### src/rtl/mpm_pkg.sv
package mpm_pkg;

  localparam int unsigned PerrW   = 18;      // 4 * 255^2 < 2^18
  localparam int unsigned LogW    = 22;      // 6-bit exponent, 16-bit fraction
  localparam int unsigned PeakSq  = 65025;
  localparam int unsigned DbQ16   = 197283;  // 10*log10(2) in Q16

  typedef enum logic [1:0] {
    ST_MEASURED  = 2'd0,
    ST_ZERO_ERR  = 2'd1,
    ST_EMPTY     = 2'd2
  } mpm_status_e;

  typedef struct packed {
    logic [PerrW-1:0] perr;
    logic             counted;
    logic             eof;
  } mpm_item_t;

  typedef enum logic [3:0] {
    BK_ACC, BK_CHK, BK_MUL, BK_LNGO, BK_LNWT, BK_LDGO, BK_LDWT, BK_SCL, BK_FIN
  } mpm_back_e;

  typedef enum logic [1:0] {
    LG_IDLE, LG_NORM, LG_SQR, LG_DONE
  } mpm_log_e;

  function automatic logic [2:0] mpm_ch(input logic [2:0] cfg, input logic [2:0] max_ch);
    logic [2:0] c;
    c = cfg;
    if (c == 3'd0) c = 3'd1;
    if (c > max_ch) c = max_ch;
    return c;
  endfunction

endpackage

### src/rtl/mpm_front.sv
module mpm_front #(
  parameter int unsigned MAX_CHANNELS = 4
) (
  input  logic [2:0]         ch_i,
  input  logic [7:0]         frame_ch0_i,
  input  logic [7:0]         frame_ch1_i,
  input  logic [7:0]         frame_ch2_i,
  input  logic [7:0]         frame_ch3_i,
  input  logic [7:0]         ref_ch0_i,
  input  logic [7:0]         ref_ch1_i,
  input  logic [7:0]         ref_ch2_i,
  input  logic [7:0]         ref_ch3_i,
  input  logic               end_of_frame_i,
  output mpm_pkg::mpm_item_t item_o
);
  import mpm_pkg::*;

  logic [7:0]       f [4];
  logic [7:0]       r [4];
  logic [2:0]       ch;
  logic [PerrW-1:0] perr;
  logic             black_f, black_r;
  logic [7:0]       d;

  assign f[0] = frame_ch0_i;
  assign f[1] = frame_ch1_i;
  assign f[2] = frame_ch2_i;
  assign f[3] = frame_ch3_i;
  assign r[0] = ref_ch0_i;
  assign r[1] = ref_ch1_i;
  assign r[2] = ref_ch2_i;
  assign r[3] = ref_ch3_i;
  assign ch   = mpm_ch(ch_i, 3'(MAX_CHANNELS));

  always_comb begin
    perr    = '0;
    black_f = 1'b1;
    black_r = 1'b1;
    d       = '0;
    for (int k = 0; k < 4; k++) begin
      if (3'(k) < ch) begin
        d = (f[k] > r[k]) ? (f[k] - r[k]) : (r[k] - f[k]);
        perr = perr + PerrW'(d) * PerrW'(d);
        if (f[k] != 8'd0) black_f = 1'b0;
        if (r[k] != 8'd0) black_r = 1'b0;
      end
    end
  end

  assign item_o.perr    = perr;
  assign item_o.counted = !(black_f || black_r);
  assign item_o.eof     = end_of_frame_i;

endmodule

### src/rtl/mpm_queue.sv
module mpm_queue (
  input  logic               clk_i,
  input  logic               rst_ni,
  input  logic               push_i,
  input  mpm_pkg::mpm_item_t data_i,
  output logic               full_o,
  input  logic               pop_i,
  output logic               empty_o,
  output mpm_pkg::mpm_item_t data_o
);
  import mpm_pkg::*;

  mpm_item_t  mem_q [2];
  logic       wr_q, wr_d, rd_q, rd_d;
  logic [1:0] cnt_q, cnt_d;

  assign full_o  = (cnt_q == 2'd2);
  assign empty_o = (cnt_q == 2'd0);
  assign data_o  = mem_q[rd_q];

  always_comb begin
    wr_d  = wr_q ^ push_i;
    rd_d  = rd_q ^ pop_i;
    cnt_d = cnt_q + 2'(push_i) - 2'(pop_i);
  end

  always_ff @(posedge clk_i or negedge rst_ni) begin
    if (!rst_ni) begin
      wr_q  <= 1'b0;
      rd_q  <= 1'b0;
      cnt_q <= '0;
    end else begin
      wr_q  <= wr_d;
      rd_q  <= rd_d;
      cnt_q <= cnt_d;
    end
  end

  always_ff @(posedge clk_i) begin
    if (push_i) mem_q[wr_q] <= data_i;
  end

endmodule

### src/rtl/mpm_log2.sv
module mpm_log2 #(
  parameter int unsigned XW = 41
) (
  input  logic                      clk_i,
  input  logic                      rst_ni,
  input  logic                      start_i,
  input  logic [XW-1:0]             x_i,
  output logic                      done_o,
  output logic [mpm_pkg::LogW-1:0]  res_o
);
  import mpm_pkg::*;

  mpm_log_e    state_q, state_d;
  logic [XW-1:0] x_q;
  logic [5:0]  e_q;
  logic [30:0] m_q;
  logic [15:0] f_q;
  logic [3:0]  it_q;
  logic [61:0] sq;
  logic [31:0] t;

  assign sq = m_q * m_q;
  assign t  = sq[61:30];

  always_comb begin
    state_d = state_q;
    case (state_q)
      LG_IDLE: if (start_i) state_d = LG_NORM;
      LG_NORM: if (x_q[XW-1]) state_d = LG_SQR;
      LG_SQR:  if (it_q == 4'd15) state_d = LG_DONE;
      LG_DONE: state_d = LG_IDLE;
      default: state_d = LG_IDLE;
    endcase
  end

  always_comb begin
    done_o = (state_q == LG_DONE);
    res_o  = {e_q, f_q};
  end

  always_ff @(posedge clk_i or negedge rst_ni) begin
    if (!rst_ni) state_q <= LG_IDLE;
    else         state_q <= state_d;
  end

  always_ff @(posedge clk_i) begin
    case (state_q)
      LG_IDLE: begin
        x_q  <= x_i;
        e_q  <= 6'(XW - 1);
        it_q <= '0;
      end
      LG_NORM: begin
        if (x_q[XW-1]) begin
          m_q <= x_q[XW-1 -: 31];
        end else begin
          x_q <= x_q << 1;
          e_q <= e_q - 6'd1;
        end
      end
      LG_SQR: begin
        f_q  <= {f_q[14:0], t[31]};
        m_q  <= t[31] ? t[31:1] : t[30:0];
        it_q <= it_q + 4'd1;
      end
      default: ;
    endcase
  end

endmodule

### src/rtl/mpm_back.sv
module mpm_back #(
  parameter int unsigned MAX_CHANNELS     = 4,
  parameter int unsigned PIXEL_COUNT_BITS = 22
) (
  input  logic               clk_i,
  input  logic               rst_ni,
  input  logic [2:0]         ch_i,
  input  logic               empty_i,
  input  mpm_pkg::mpm_item_t item_i,
  output logic               pop_o,
  output logic               out_valid_o,
  input  logic               out_stall_i,
  output logic [15:0]        psnr_q8_o,
  output logic [1:0]         frame_status_o,
  output logic [22:0]        counted_pixels_o
);
  import mpm_pkg::*;

  localparam int unsigned CW = PIXEL_COUNT_BITS + 1;
  localparam int unsigned NW = CW + PerrW;
  localparam int unsigned XW = (NW > 40) ? NW : 40;

  mpm_back_e        state_q, state_d;
  logic [39:0]      err_q;
  logic [CW-1:0]    cnt_q;
  logic [XW-1:0]    num_q;
  logic [LogW-1:0]  lnum_q;
  logic signed [LogW:0] d_q;
  logic [39:0]      prod_q;
  logic             out_valid_q;
  logic [15:0]      psnr_q;
  mpm_status_e      status_q;
  logic [22:0]      cpix_q;

  logic             log_start, log_done;
  logic [XW-1:0]    log_x;
  logic [LogW-1:0]  log_res;
  logic [40:0]      err_sum;
  logic [PerrW-1:0] pk;
  logic [26:0]      cnt_ext;
  logic [16:0]      v;

  assign err_sum = {1'b0, err_q} + 41'(item_i.perr);
  assign pk      = PerrW'(PeakSq) * PerrW'(mpm_ch(ch_i, 3'(MAX_CHANNELS)));
  assign cnt_ext = 27'(cnt_q);
  assign v       = 17'((prod_q + 40'(1 << 23)) >> 24);

  mpm_log2 #(.XW(XW)) u_log (
    .clk_i, .rst_ni,
    .start_i (log_start),
    .x_i     (log_x),
    .done_o  (log_done),
    .res_o   (log_res)
  );

  always_comb begin
    state_d = state_q;
    case (state_q)
      BK_ACC:  if (pop_o && item_i.eof) state_d = BK_CHK;
      BK_CHK:  state_d = (cnt_q == '0 || err_q == '0) ? BK_ACC : BK_MUL;
      BK_MUL:  state_d = BK_LNGO;
      BK_LNGO: state_d = BK_LNWT;
      BK_LNWT: if (log_done) state_d = BK_LDGO;
      BK_LDGO: state_d = BK_LDWT;
      BK_LDWT: if (log_done) state_d = BK_SCL;
      BK_SCL:  state_d = BK_FIN;
      BK_FIN:  state_d = BK_ACC;
      default: state_d = BK_ACC;
    endcase
  end

  always_comb begin
    pop_o     = (state_q == BK_ACC) && !empty_i && !(item_i.eof && out_valid_q);
    log_start = (state_q == BK_LNGO) || (state_q == BK_LDGO);
    log_x     = (state_q == BK_LNGO) ? num_q : XW'(err_q);
  end

  always_ff @(posedge clk_i or negedge rst_ni) begin
    if (!rst_ni) begin
      state_q     <= BK_ACC;
      err_q       <= '0;
      cnt_q       <= '0;
      out_valid_q <= 1'b0;
    end else begin
      state_q <= state_d;
      if (out_valid_q && !out_stall_i) out_valid_q <= 1'b0;
      case (state_q)
        BK_ACC: begin
          // count stops at 2^PIXEL_COUNT_BITS, i.e. once the top bit is set
          if (pop_o && item_i.counted && !cnt_q[CW-1]) begin
            err_q <= err_sum[40] ? 40'hFF_FFFF_FFFF : err_sum[39:0];
            cnt_q <= cnt_q + 1'b1;
          end
        end
        BK_CHK: begin
          if (cnt_q == '0 || err_q == '0) begin
            out_valid_q <= 1'b1;
            err_q       <= '0;
            cnt_q       <= '0;
          end
        end
        BK_FIN: begin
          out_valid_q <= 1'b1;
          err_q       <= '0;
          cnt_q       <= '0;
        end
        default: ;
      endcase
    end
  end

  always_ff @(posedge clk_i) begin
    case (state_q)
      BK_CHK: begin
        psnr_q   <= '0;
        cpix_q   <= cnt_ext[22:0];
        status_q <= (cnt_q == '0) ? ST_EMPTY : (err_q == '0) ? ST_ZERO_ERR : ST_MEASURED;
      end
      BK_MUL:  num_q <= XW'(cnt_q) * XW'(pk);
      BK_LNWT: if (log_done) lnum_q <= log_res;
      BK_LDWT: if (log_done) d_q <= $signed({1'b0, lnum_q}) - $signed({1'b0, log_res});
      BK_SCL:  prod_q <= (d_q > 0) ? 40'(d_q[LogW-1:0]) * 40'(DbQ16) : '0;
      BK_FIN:  psnr_q <= v[16] ? 16'hFFFF : v[15:0];
      default: ;
    endcase
  end

  assign out_valid_o      = out_valid_q;
  assign psnr_q8_o        = psnr_q;
  assign frame_status_o   = status_q;
  assign counted_pixels_o = cpix_q;

endmodule

### src/rtl/masked_psnr_meter.sv
// channel   | valid       | stall       | payload
// pixel in  | in_valid_i  | in_stall_o  | frame_ch0..3_i, ref_ch0..3_i, end_of_frame_i
// result    | out_valid_o | out_stall_i | psnr_q8_o, frame_status_o, counted_pixels_o
// config    | cfg_we_i    | -           | cfg_data_i (channels in use)
// Pixel items are classified and squared in the front and accumulated by the
// back at one per cycle while it is accumulating, through a two-entry queue.
// End of frame runs the shared bit-serial log2 unit twice (normalize shift,
// then 16 squaring steps); pixels queue up behind it meanwhile.
// Reset clears the sums and sets channels in use to 3.
// A waiting result does not block pixel items, only the next end of frame.
module masked_psnr_meter #(
  parameter int unsigned MAX_CHANNELS     = 4,
  parameter int unsigned PIXEL_COUNT_BITS = 22
) (
  input  logic        clk_i,
  input  logic        rst_ni,
  input  logic        cfg_we_i,
  input  logic [2:0]  cfg_data_i,
  input  logic        in_valid_i,
  output logic        in_stall_o,
  input  logic [7:0]  frame_ch0_i,
  input  logic [7:0]  frame_ch1_i,
  input  logic [7:0]  frame_ch2_i,
  input  logic [7:0]  frame_ch3_i,
  input  logic [7:0]  ref_ch0_i,
  input  logic [7:0]  ref_ch1_i,
  input  logic [7:0]  ref_ch2_i,
  input  logic [7:0]  ref_ch3_i,
  input  logic        end_of_frame_i,
  output logic        out_valid_o,
  input  logic        out_stall_i,
  output logic [15:0] psnr_q8_o,
  output logic [1:0]  frame_status_o,
  output logic [22:0] counted_pixels_o
);
  import mpm_pkg::*;

  logic [2:0] ch_q;
  mpm_item_t  fr_item, q_item;
  logic       q_full, q_empty, pop, push;

  always_ff @(posedge clk_i or negedge rst_ni) begin
    if (!rst_ni)       ch_q <= 3'd3;
    else if (cfg_we_i) ch_q <= cfg_data_i;
  end

  assign in_stall_o = q_full;
  assign push       = in_valid_i && !q_full;

  mpm_front #(.MAX_CHANNELS(MAX_CHANNELS)) u_front (
    .ch_i (ch_q),
    .frame_ch0_i, .frame_ch1_i, .frame_ch2_i, .frame_ch3_i,
    .ref_ch0_i, .ref_ch1_i, .ref_ch2_i, .ref_ch3_i,
    .end_of_frame_i,
    .item_o (fr_item)
  );

  mpm_queue u_queue (
    .clk_i, .rst_ni,
    .push_i  (push),
    .data_i  (fr_item),
    .full_o  (q_full),
    .pop_i   (pop),
    .empty_o (q_empty),
    .data_o  (q_item)
  );

  mpm_back #(
    .MAX_CHANNELS     (MAX_CHANNELS),
    .PIXEL_COUNT_BITS (PIXEL_COUNT_BITS)
  ) u_back (
    .clk_i, .rst_ni,
    .ch_i    (ch_q),
    .empty_i (q_empty),
    .item_i  (q_item),
    .pop_o   (pop),
    .out_valid_o, .out_stall_i,
    .psnr_q8_o, .frame_status_o, .counted_pixels_o
  );

endmodule

### config.mk
export PLATFORM = sky130hd
export DESIGN_NAME = masked_psnr_meter
export DESIGN_NICKNAME = d
export VERILOG_FILES = /design/src/rtl/mpm_pkg.sv /design/src/rtl/mpm_front.sv /design/src/rtl/mpm_queue.sv /design/src/rtl/mpm_log2.sv /design/src/rtl/mpm_back.sv /design/src/rtl/masked_psnr_meter.sv
export SDC_FILE = /design/constraint.sdc
export NUM_CORES = 2
export LEC_CHECK = 0
export BUFFER_PORTS_ARGS = -buffer_cell sky130_fd_sc_hd__buf_2
export CAP_MARGIN = 20
export CORE_ASPECT_RATIO = 1.4
export CORE_MARGIN = 2
export CORE_UTILIZATION = 27
export CTS_BUF_LIST = sky130_fd_sc_hd__clkbuf_4 sky130_fd_sc_hd__clkbuf_8
export CTS_CLUSTER_DIAMETER = 120
export DETAILED_ROUTE_END_ITERATION = 8
export PLACE_DENSITY = 0.51
export SLEW_MARGIN = 20
export SYNTH_ARGS = -nofsm -noshare
export SYNTH_HDL_FRONTEND = slang
export SYNTH_SLANG_ARGS = --single-unit
### constraint.sdc
create_clock -name clk_i -period 10.5 [get_ports clk_i]
set_input_delay 0.525 -clock clk_i [delete_from_list [all_inputs] [get_ports clk_i]]
set_output_delay 0.525 -clock clk_i [all_outputs]
set_load 0.005 [all_outputs]
After elaboration in Yosys (flattened, before gate mapping)
Memories as Yosys holds them, arrays and structs flattened.
Index checks and enable logic that the tools add are counted.
- bits of input ports: 73
- bits in registers: 342
- output and inout bits: 43
- memories: 1
- word-level logic and storage cells: 185
- memory bits (writable): 40
- multipliers: 8
- reduce and logical (&&, ||, !) cells: 43
- eq/ne operators: 22
- magnitude comparators: 10
- add/subtract/negate cells: 19
- multiplexer cells: 58
- bitwise logic cells: 2
- memories (name ; depth ; bits a word ; rd ports ; clocked after Yosys merged registers in ; write ports ; RTL line ; source):
    u_queue.mem_q ; 2 ; 20 ; 1 ; 0 ; 1 ; mpm_queue.sv:13 ; mpm_item_t mem_q [2];
- operators by type and width (kind ; count):
    $mux W40 ; 3
    $pmux W40 S3 ; 1
    $mux W41 ; 2
    $pmux W41 S2 ; 1
    $pmux W23 S3 ; 1
    $mul A8 B8 Y16 ; 4
    $reduce_bool A8 Y1 ; 8
    $sub A8 B8 Y8 ; 8
    $mul A31 B31 Y62 ; 1
    $mux W31 ; 2
    $pmux W31 S2 ; 1
    $mux W18 ; 3
    $mux W23 ; 2
    $add A40 B18 Y41 ; 1
    $mul A23 B18 Y41 ; 1
    $add A40 B24 Y40 const B ; 1
    $logic_not A40 Y1 ; 1
    $mul A22 B18 Y40 const B ; 1
    $add A18 B16 Y18 ; 2
    $gt A8 B8 Y1 ; 4
    $mux W8 ; 4
    $pmux W16 S2 ; 1
    $pmux W4 S8 ; 1
    $add A23 B1 Y23 const B ; 1
    other kinds (41) ; 107

Logic depth before layout (Yosys ltp)
- depth in word-level cells: 14
- gate-level depth with buffers: 66
- depth with buffers taken out: 66

Modules after synthesis
From an unflattened synthesis, not the netlist that was laid out.
- cells, all modules: 7404
- area, all modules: 70493.9 um^2
- modules (own cells, without submodules) (module ; times used ; cells each ; sequential area each (um^2) ; area each (um^2)):
    mpm_log2 ; 1 ; 3261 ; 2992.9 ; 31328.8
    mpm_back ; 1 ; 2615 ; 6025.8 ; 25823.5
    mpm_front ; 1 ; 1443 ; 0.0 ; 11496.0
    mpm_queue ; 1 ; 78 ; 1301.2 ; 1727.9
    masked_psnr_meter ; 1 ; 7 ; 77.6 ; 117.6

Worst setup path before layout
No wires, ideal clock.
- kind: input port to flip-flop
- from: in frame_ch0_i[0]
- to: mem u_queue.mem_q[0][19] (netlist name) (data pin)
- required time: 10237 ps
- cell stages on the path: 59
- slack: -4647 ps
- data arrival time: 14885 ps
- setup time: 263 ps
- path buffers: 0
- cells stage by stage: inv_1 > ha_1 > inv_1 > fa_1 > a21oi_1 > o21bai_1 > a2111o_1 > a31oi_1 > nor3_1 > or2_2 > xnor2_1 > nor2_1 > xor2_1 > ha_1 > a21oi_1 > fa_1 > inv_1 > ha_1 > [23 not listed] > inv_1 > ha_1 > xnor2_1 > o21ai_0 > fa_1 > fa_1 > fa_1 > inv_1 > fa_1 > ha_1 > a21boi_0 > o21ai_0 > a211oi_1 > nor3_1 > o41ai_1 > xor2_1 > nand2_1 > xnor2_1
- RTL lines (element ; RTL line ; source):
    from (decl) ; masked_psnr_meter.sv:21 ; input logic [7:0] frame_ch0_i,
    to (decl) ; mpm_queue.sv:13 ;

==> impl_metrics.toml <==
[synth]
syn_nets = 9383
synth_edf_count = 282
avgSynthCellArea_sq_um = 9.517
synth-async-reset-ratio_pct = 21.45
syn_area_sq_um = 68970
synthTopCellsByArea = "fa_1 (34%), ha_1 (16%), edfxtp_1 (12%), inv_1 (9.8%), nand2_1 (3.4%)"
synthFlopType = "edfxtp_1"
yosysSeqAreaShare_pct = 15.08
ys_types = 89
synth-seq-cells = 359
yosysWarnings = 0
netlist_instances = 7247
synth_area_leader_cell = "fa_1"
synth_top_area_share_pct = 34.22

[sta]
worstMarginPinSlew_ps = 1205
grt_setup_unrepaired = "true"
hold_violations = 0
skew_ps = 83.47
drv_slew = 0
period_share_pct = 133.8
layout_setup_ws_ps = -3549
fmax_mhz = 71.18
finalSetupViolCount = 28
slew_headroom_pct = 19.67
min_period_ps = 14050
timing.hold.ws_ps = 95.74

[detailed_routing]
drt.antenna.violating_nets = 0
drt_wl_total_mm = 190.5
route.detailed.drc = 0
viasPerCell = 4.524
first_pass_iters = 5
vias = 49593
drt-initial-drc-count = 2132
avgRoutedWirePerCell_microns = 17.37

[hold_path]
min_path_type = "in2reg"
hold_end = "ch_q[0]$_DFFE_PN1P_"
hold_depth = 3
worstHoldStart = "cfg_data_i[0]"

[layout]
final.fill_count = 26480
nNetsFinal = 9736
drive_gt1_share_pct = 11.09
synthToLayoutAreaGrowth_pct = 13.17

[floorplanning]
io_pins = 116
core_area_sq_um = 254000
die_x_microns = 431.1
rows = 219
fp.dieH_microns = 602.0
start_util_pct = 27.15
dieArea_sq_um = 259600

[clock_network]
cts_buffers = 57
clkTransAtPathRegs_ps = 70
insertion_delay_ps = 750
cts_tree = "yes"
cts_root_buf = "clkbuf_8"
cts.sinks = 359
cts_buffer_depth = 3
htreeDepth = 2

[critical_path]
r2r_slack_ps = 850
startpoint_type = "input pin"
critPathKind = "in2reg"
timing.rr.end = "u_back.u_log.m_q[24]$_DFFE_PP_"
reg2reg_from = "u_back.u_log.m_q[19]$_DFFE_PP_"
endpoint_kind = "flip-flop"
path_delay_family = "adder cells"
cpMostUsedCell = "fa_1"
critPathMaxStageDelay_ps = 570
reg2reg_depth = 27
cp_max_fo = 4
crit_slowest_cell = "fa_1"
critPathArrivalTime_ps = 14490
worstPathRequired_ps = 10940
critPathBufInv = 14

[global_route]
grt_max_degree = 71
grt_pass1_wl_mm = 307.6
grt_antenna_before_repair = 6
grt_pass1_vias = 55643
grt_usage_pct = 14.97
grt_remaining_overflow = 0

[flow_run]
cap_violations = 0

[status]
violations = "setup timing"
status = "finished with violations"

[placed_design]
port_buffers = 115
globalplace.congestion = 0.8832
dp_hpwl_mm = 160.3
## worst register-to-register path, cell delays in order (launching register included)
cell      delay (ps)
edfxtp_1         660
clkinv_1         640
nor2_1           330
fa_1             490
fa_1             540
fa_1             560
inv_1             60
fa_1             530
fa_1             530
fa_1             500
inv_1             50
fa_1             510
inv_1             60
fa_1             500
inv_1             60
ha_1             390
nand2_1           80
o21ai_0          440
a41oi_1          180
nor3_1           360
a211oi_2         140
buf_4            180
nor4_4           340
nor3_1           100
or3_4            400
inv_2            330
buf_4            240
o221ai_1         160
## cells by family (layout without fill, tap and decap cells)
logic type	count (synthesis)	in the layout	share of synthesized area, %
DFF	359	359	15.08
xor gates and xnor gates	257	257	3.296
and+or+nand+nor	1664	1664	11.37
muxes	112	112	1.714
buffers and inverters	2009	2407	10.97
AOI/OAI and AO/OA	782	782	7.309
other	1	4	0.005437
adders and majority gates	2063	2063	50.26
## worst max path at each step
stage,from,to,slack [ps],cells past startpoint
floorplan,frame_ch0_i[0],u_queue.mem_q[0][18]$_DFFE_PP_,-3530,54
global placement,frame_ch0_i[0],u_queue.mem_q[0][19]$_DFFE_PP_,-4500,60
detailed placement,frame_ch0_i[0],u_queue.mem_q[0][18]$_DFFE_PP_,-4660,60
CTS,frame_ch0_i[0],u_queue.mem_q[1][18]$_DFFE_PP_,-3600,61
global route,frame_ch0_i[0],u_queue.mem_q[0][17]$_DFFE_PP_,-4020,60
finish,frame_ch0_i[0],u_queue.mem_q[0][17]$_DFFE_PP_,-3550,60
## layer usage
metal  share of wire [%]  track usage, %  up-vias  wire length [microns]
met3                 2.9           1.243      266                   5488
met4                 3.4           4.676        6                   6450
met1                  39           17.15    25199                  74740
met5               0.014               0        -                     26
li1                    -               -    23315                      -
met2                  54           28.95      807                 103800
## layout by cell type (no fill, tap or decap), types with 81 or more instances in the layout
master and count:
buf_4 376, nand3_1 81, and2_1 237, a21o_1 87, xnor2_1 163, ha_1 857
buf_2 113, a21oi_1 200, fa_1 1174, nor2_1 360, edfxtp_1 282, o21ai_0 177
inv_1 1771, nand2_1 612
## layout make-up
class	count	area [sq um]	area share (%)
Multi-Input combinational cell	4879	51970	66.58
Sequential cell	359	10400	13.32
Inverter	1803	6780	8.687
Tap cell	3315	4148	5.314
Timing Repair Buffer	500	3516	4.505
Clock buffer	77	953.4	1.222
Clock inverter	27	281.5	0.3607
Antenna cell	3	7.507	0.009618
## synth_stat cells (all sizes together), types with 14 or more instances
cell type  instances
nor2             373
nor2b             43
o21ai            194
a21oi            225
a21o              87
nand4             39
nor4              37
clkbuf           192
o31ai             25
xor2              79
a31oi             21
or3               20
nor3              76
ha               884
mux2              49
a22o              14
nand2b            31
and3              38
fa              1179
buf               14
a211oi            23
edfxtp           282
o21bai            36
o21a              24
mux2i             63
o221ai            16
inv             1797
nand3             83
xnor2            178
nand2            616
dfrtp             75
and2             239
or2               39
## per-stage QoR
step	instance area [sq um]	std cells	setup slack [ps]	TNS [ps]	utilization (%)
after floorplan	69350	7247	-3535	-81160	-
final	78050	10963	-3549	-81910	30.73
after global placement	75980	10821	-4504	-106850	29.91
after detailed placement	75980	10821	-4660	-109340	29.91
after CTS	77700	10948	-3603	-83780	30.59
after global routing	78050	10962	-4022	-95240	30.73
## state kept, by name (all words and copies together), names as in the netlist, 2 cells and up
register	flops
u_queue.mem_q	40
u_back.num_q	41
u_back.u_log.x_q	41
u_back.d_q	23
u_back.u_log.it_q	4
u_back.lnum_q	22
u_back.frame_status_o	2
u_back.state_q	4
u_back.prod_q	17
u_back.u_log.m_q	31
u_back.psnr_q8_o	16
u_back.err_q	40
u_back.u_log.state_q	2
u_back.cnt_q	23
ch_q	3
u_back.counted_pixels_o	23
u_queue.cnt_q	2
u_back.u_log.f_q	16
u_back.u_log.e_q	6
## repair_timing
item,4_1_cts,5_1_grt
gates resized for setup,55,56
buffers inserted,19,12
hold endpoints to repair,42,0
hold buffers,4,0
endpoints found under the setup margin,28,28
pin swaps,55,42
Power is left out: the tool's default activity adds up to more than one toggle a clock period on the data nets, which glitch-free logic cannot reach.
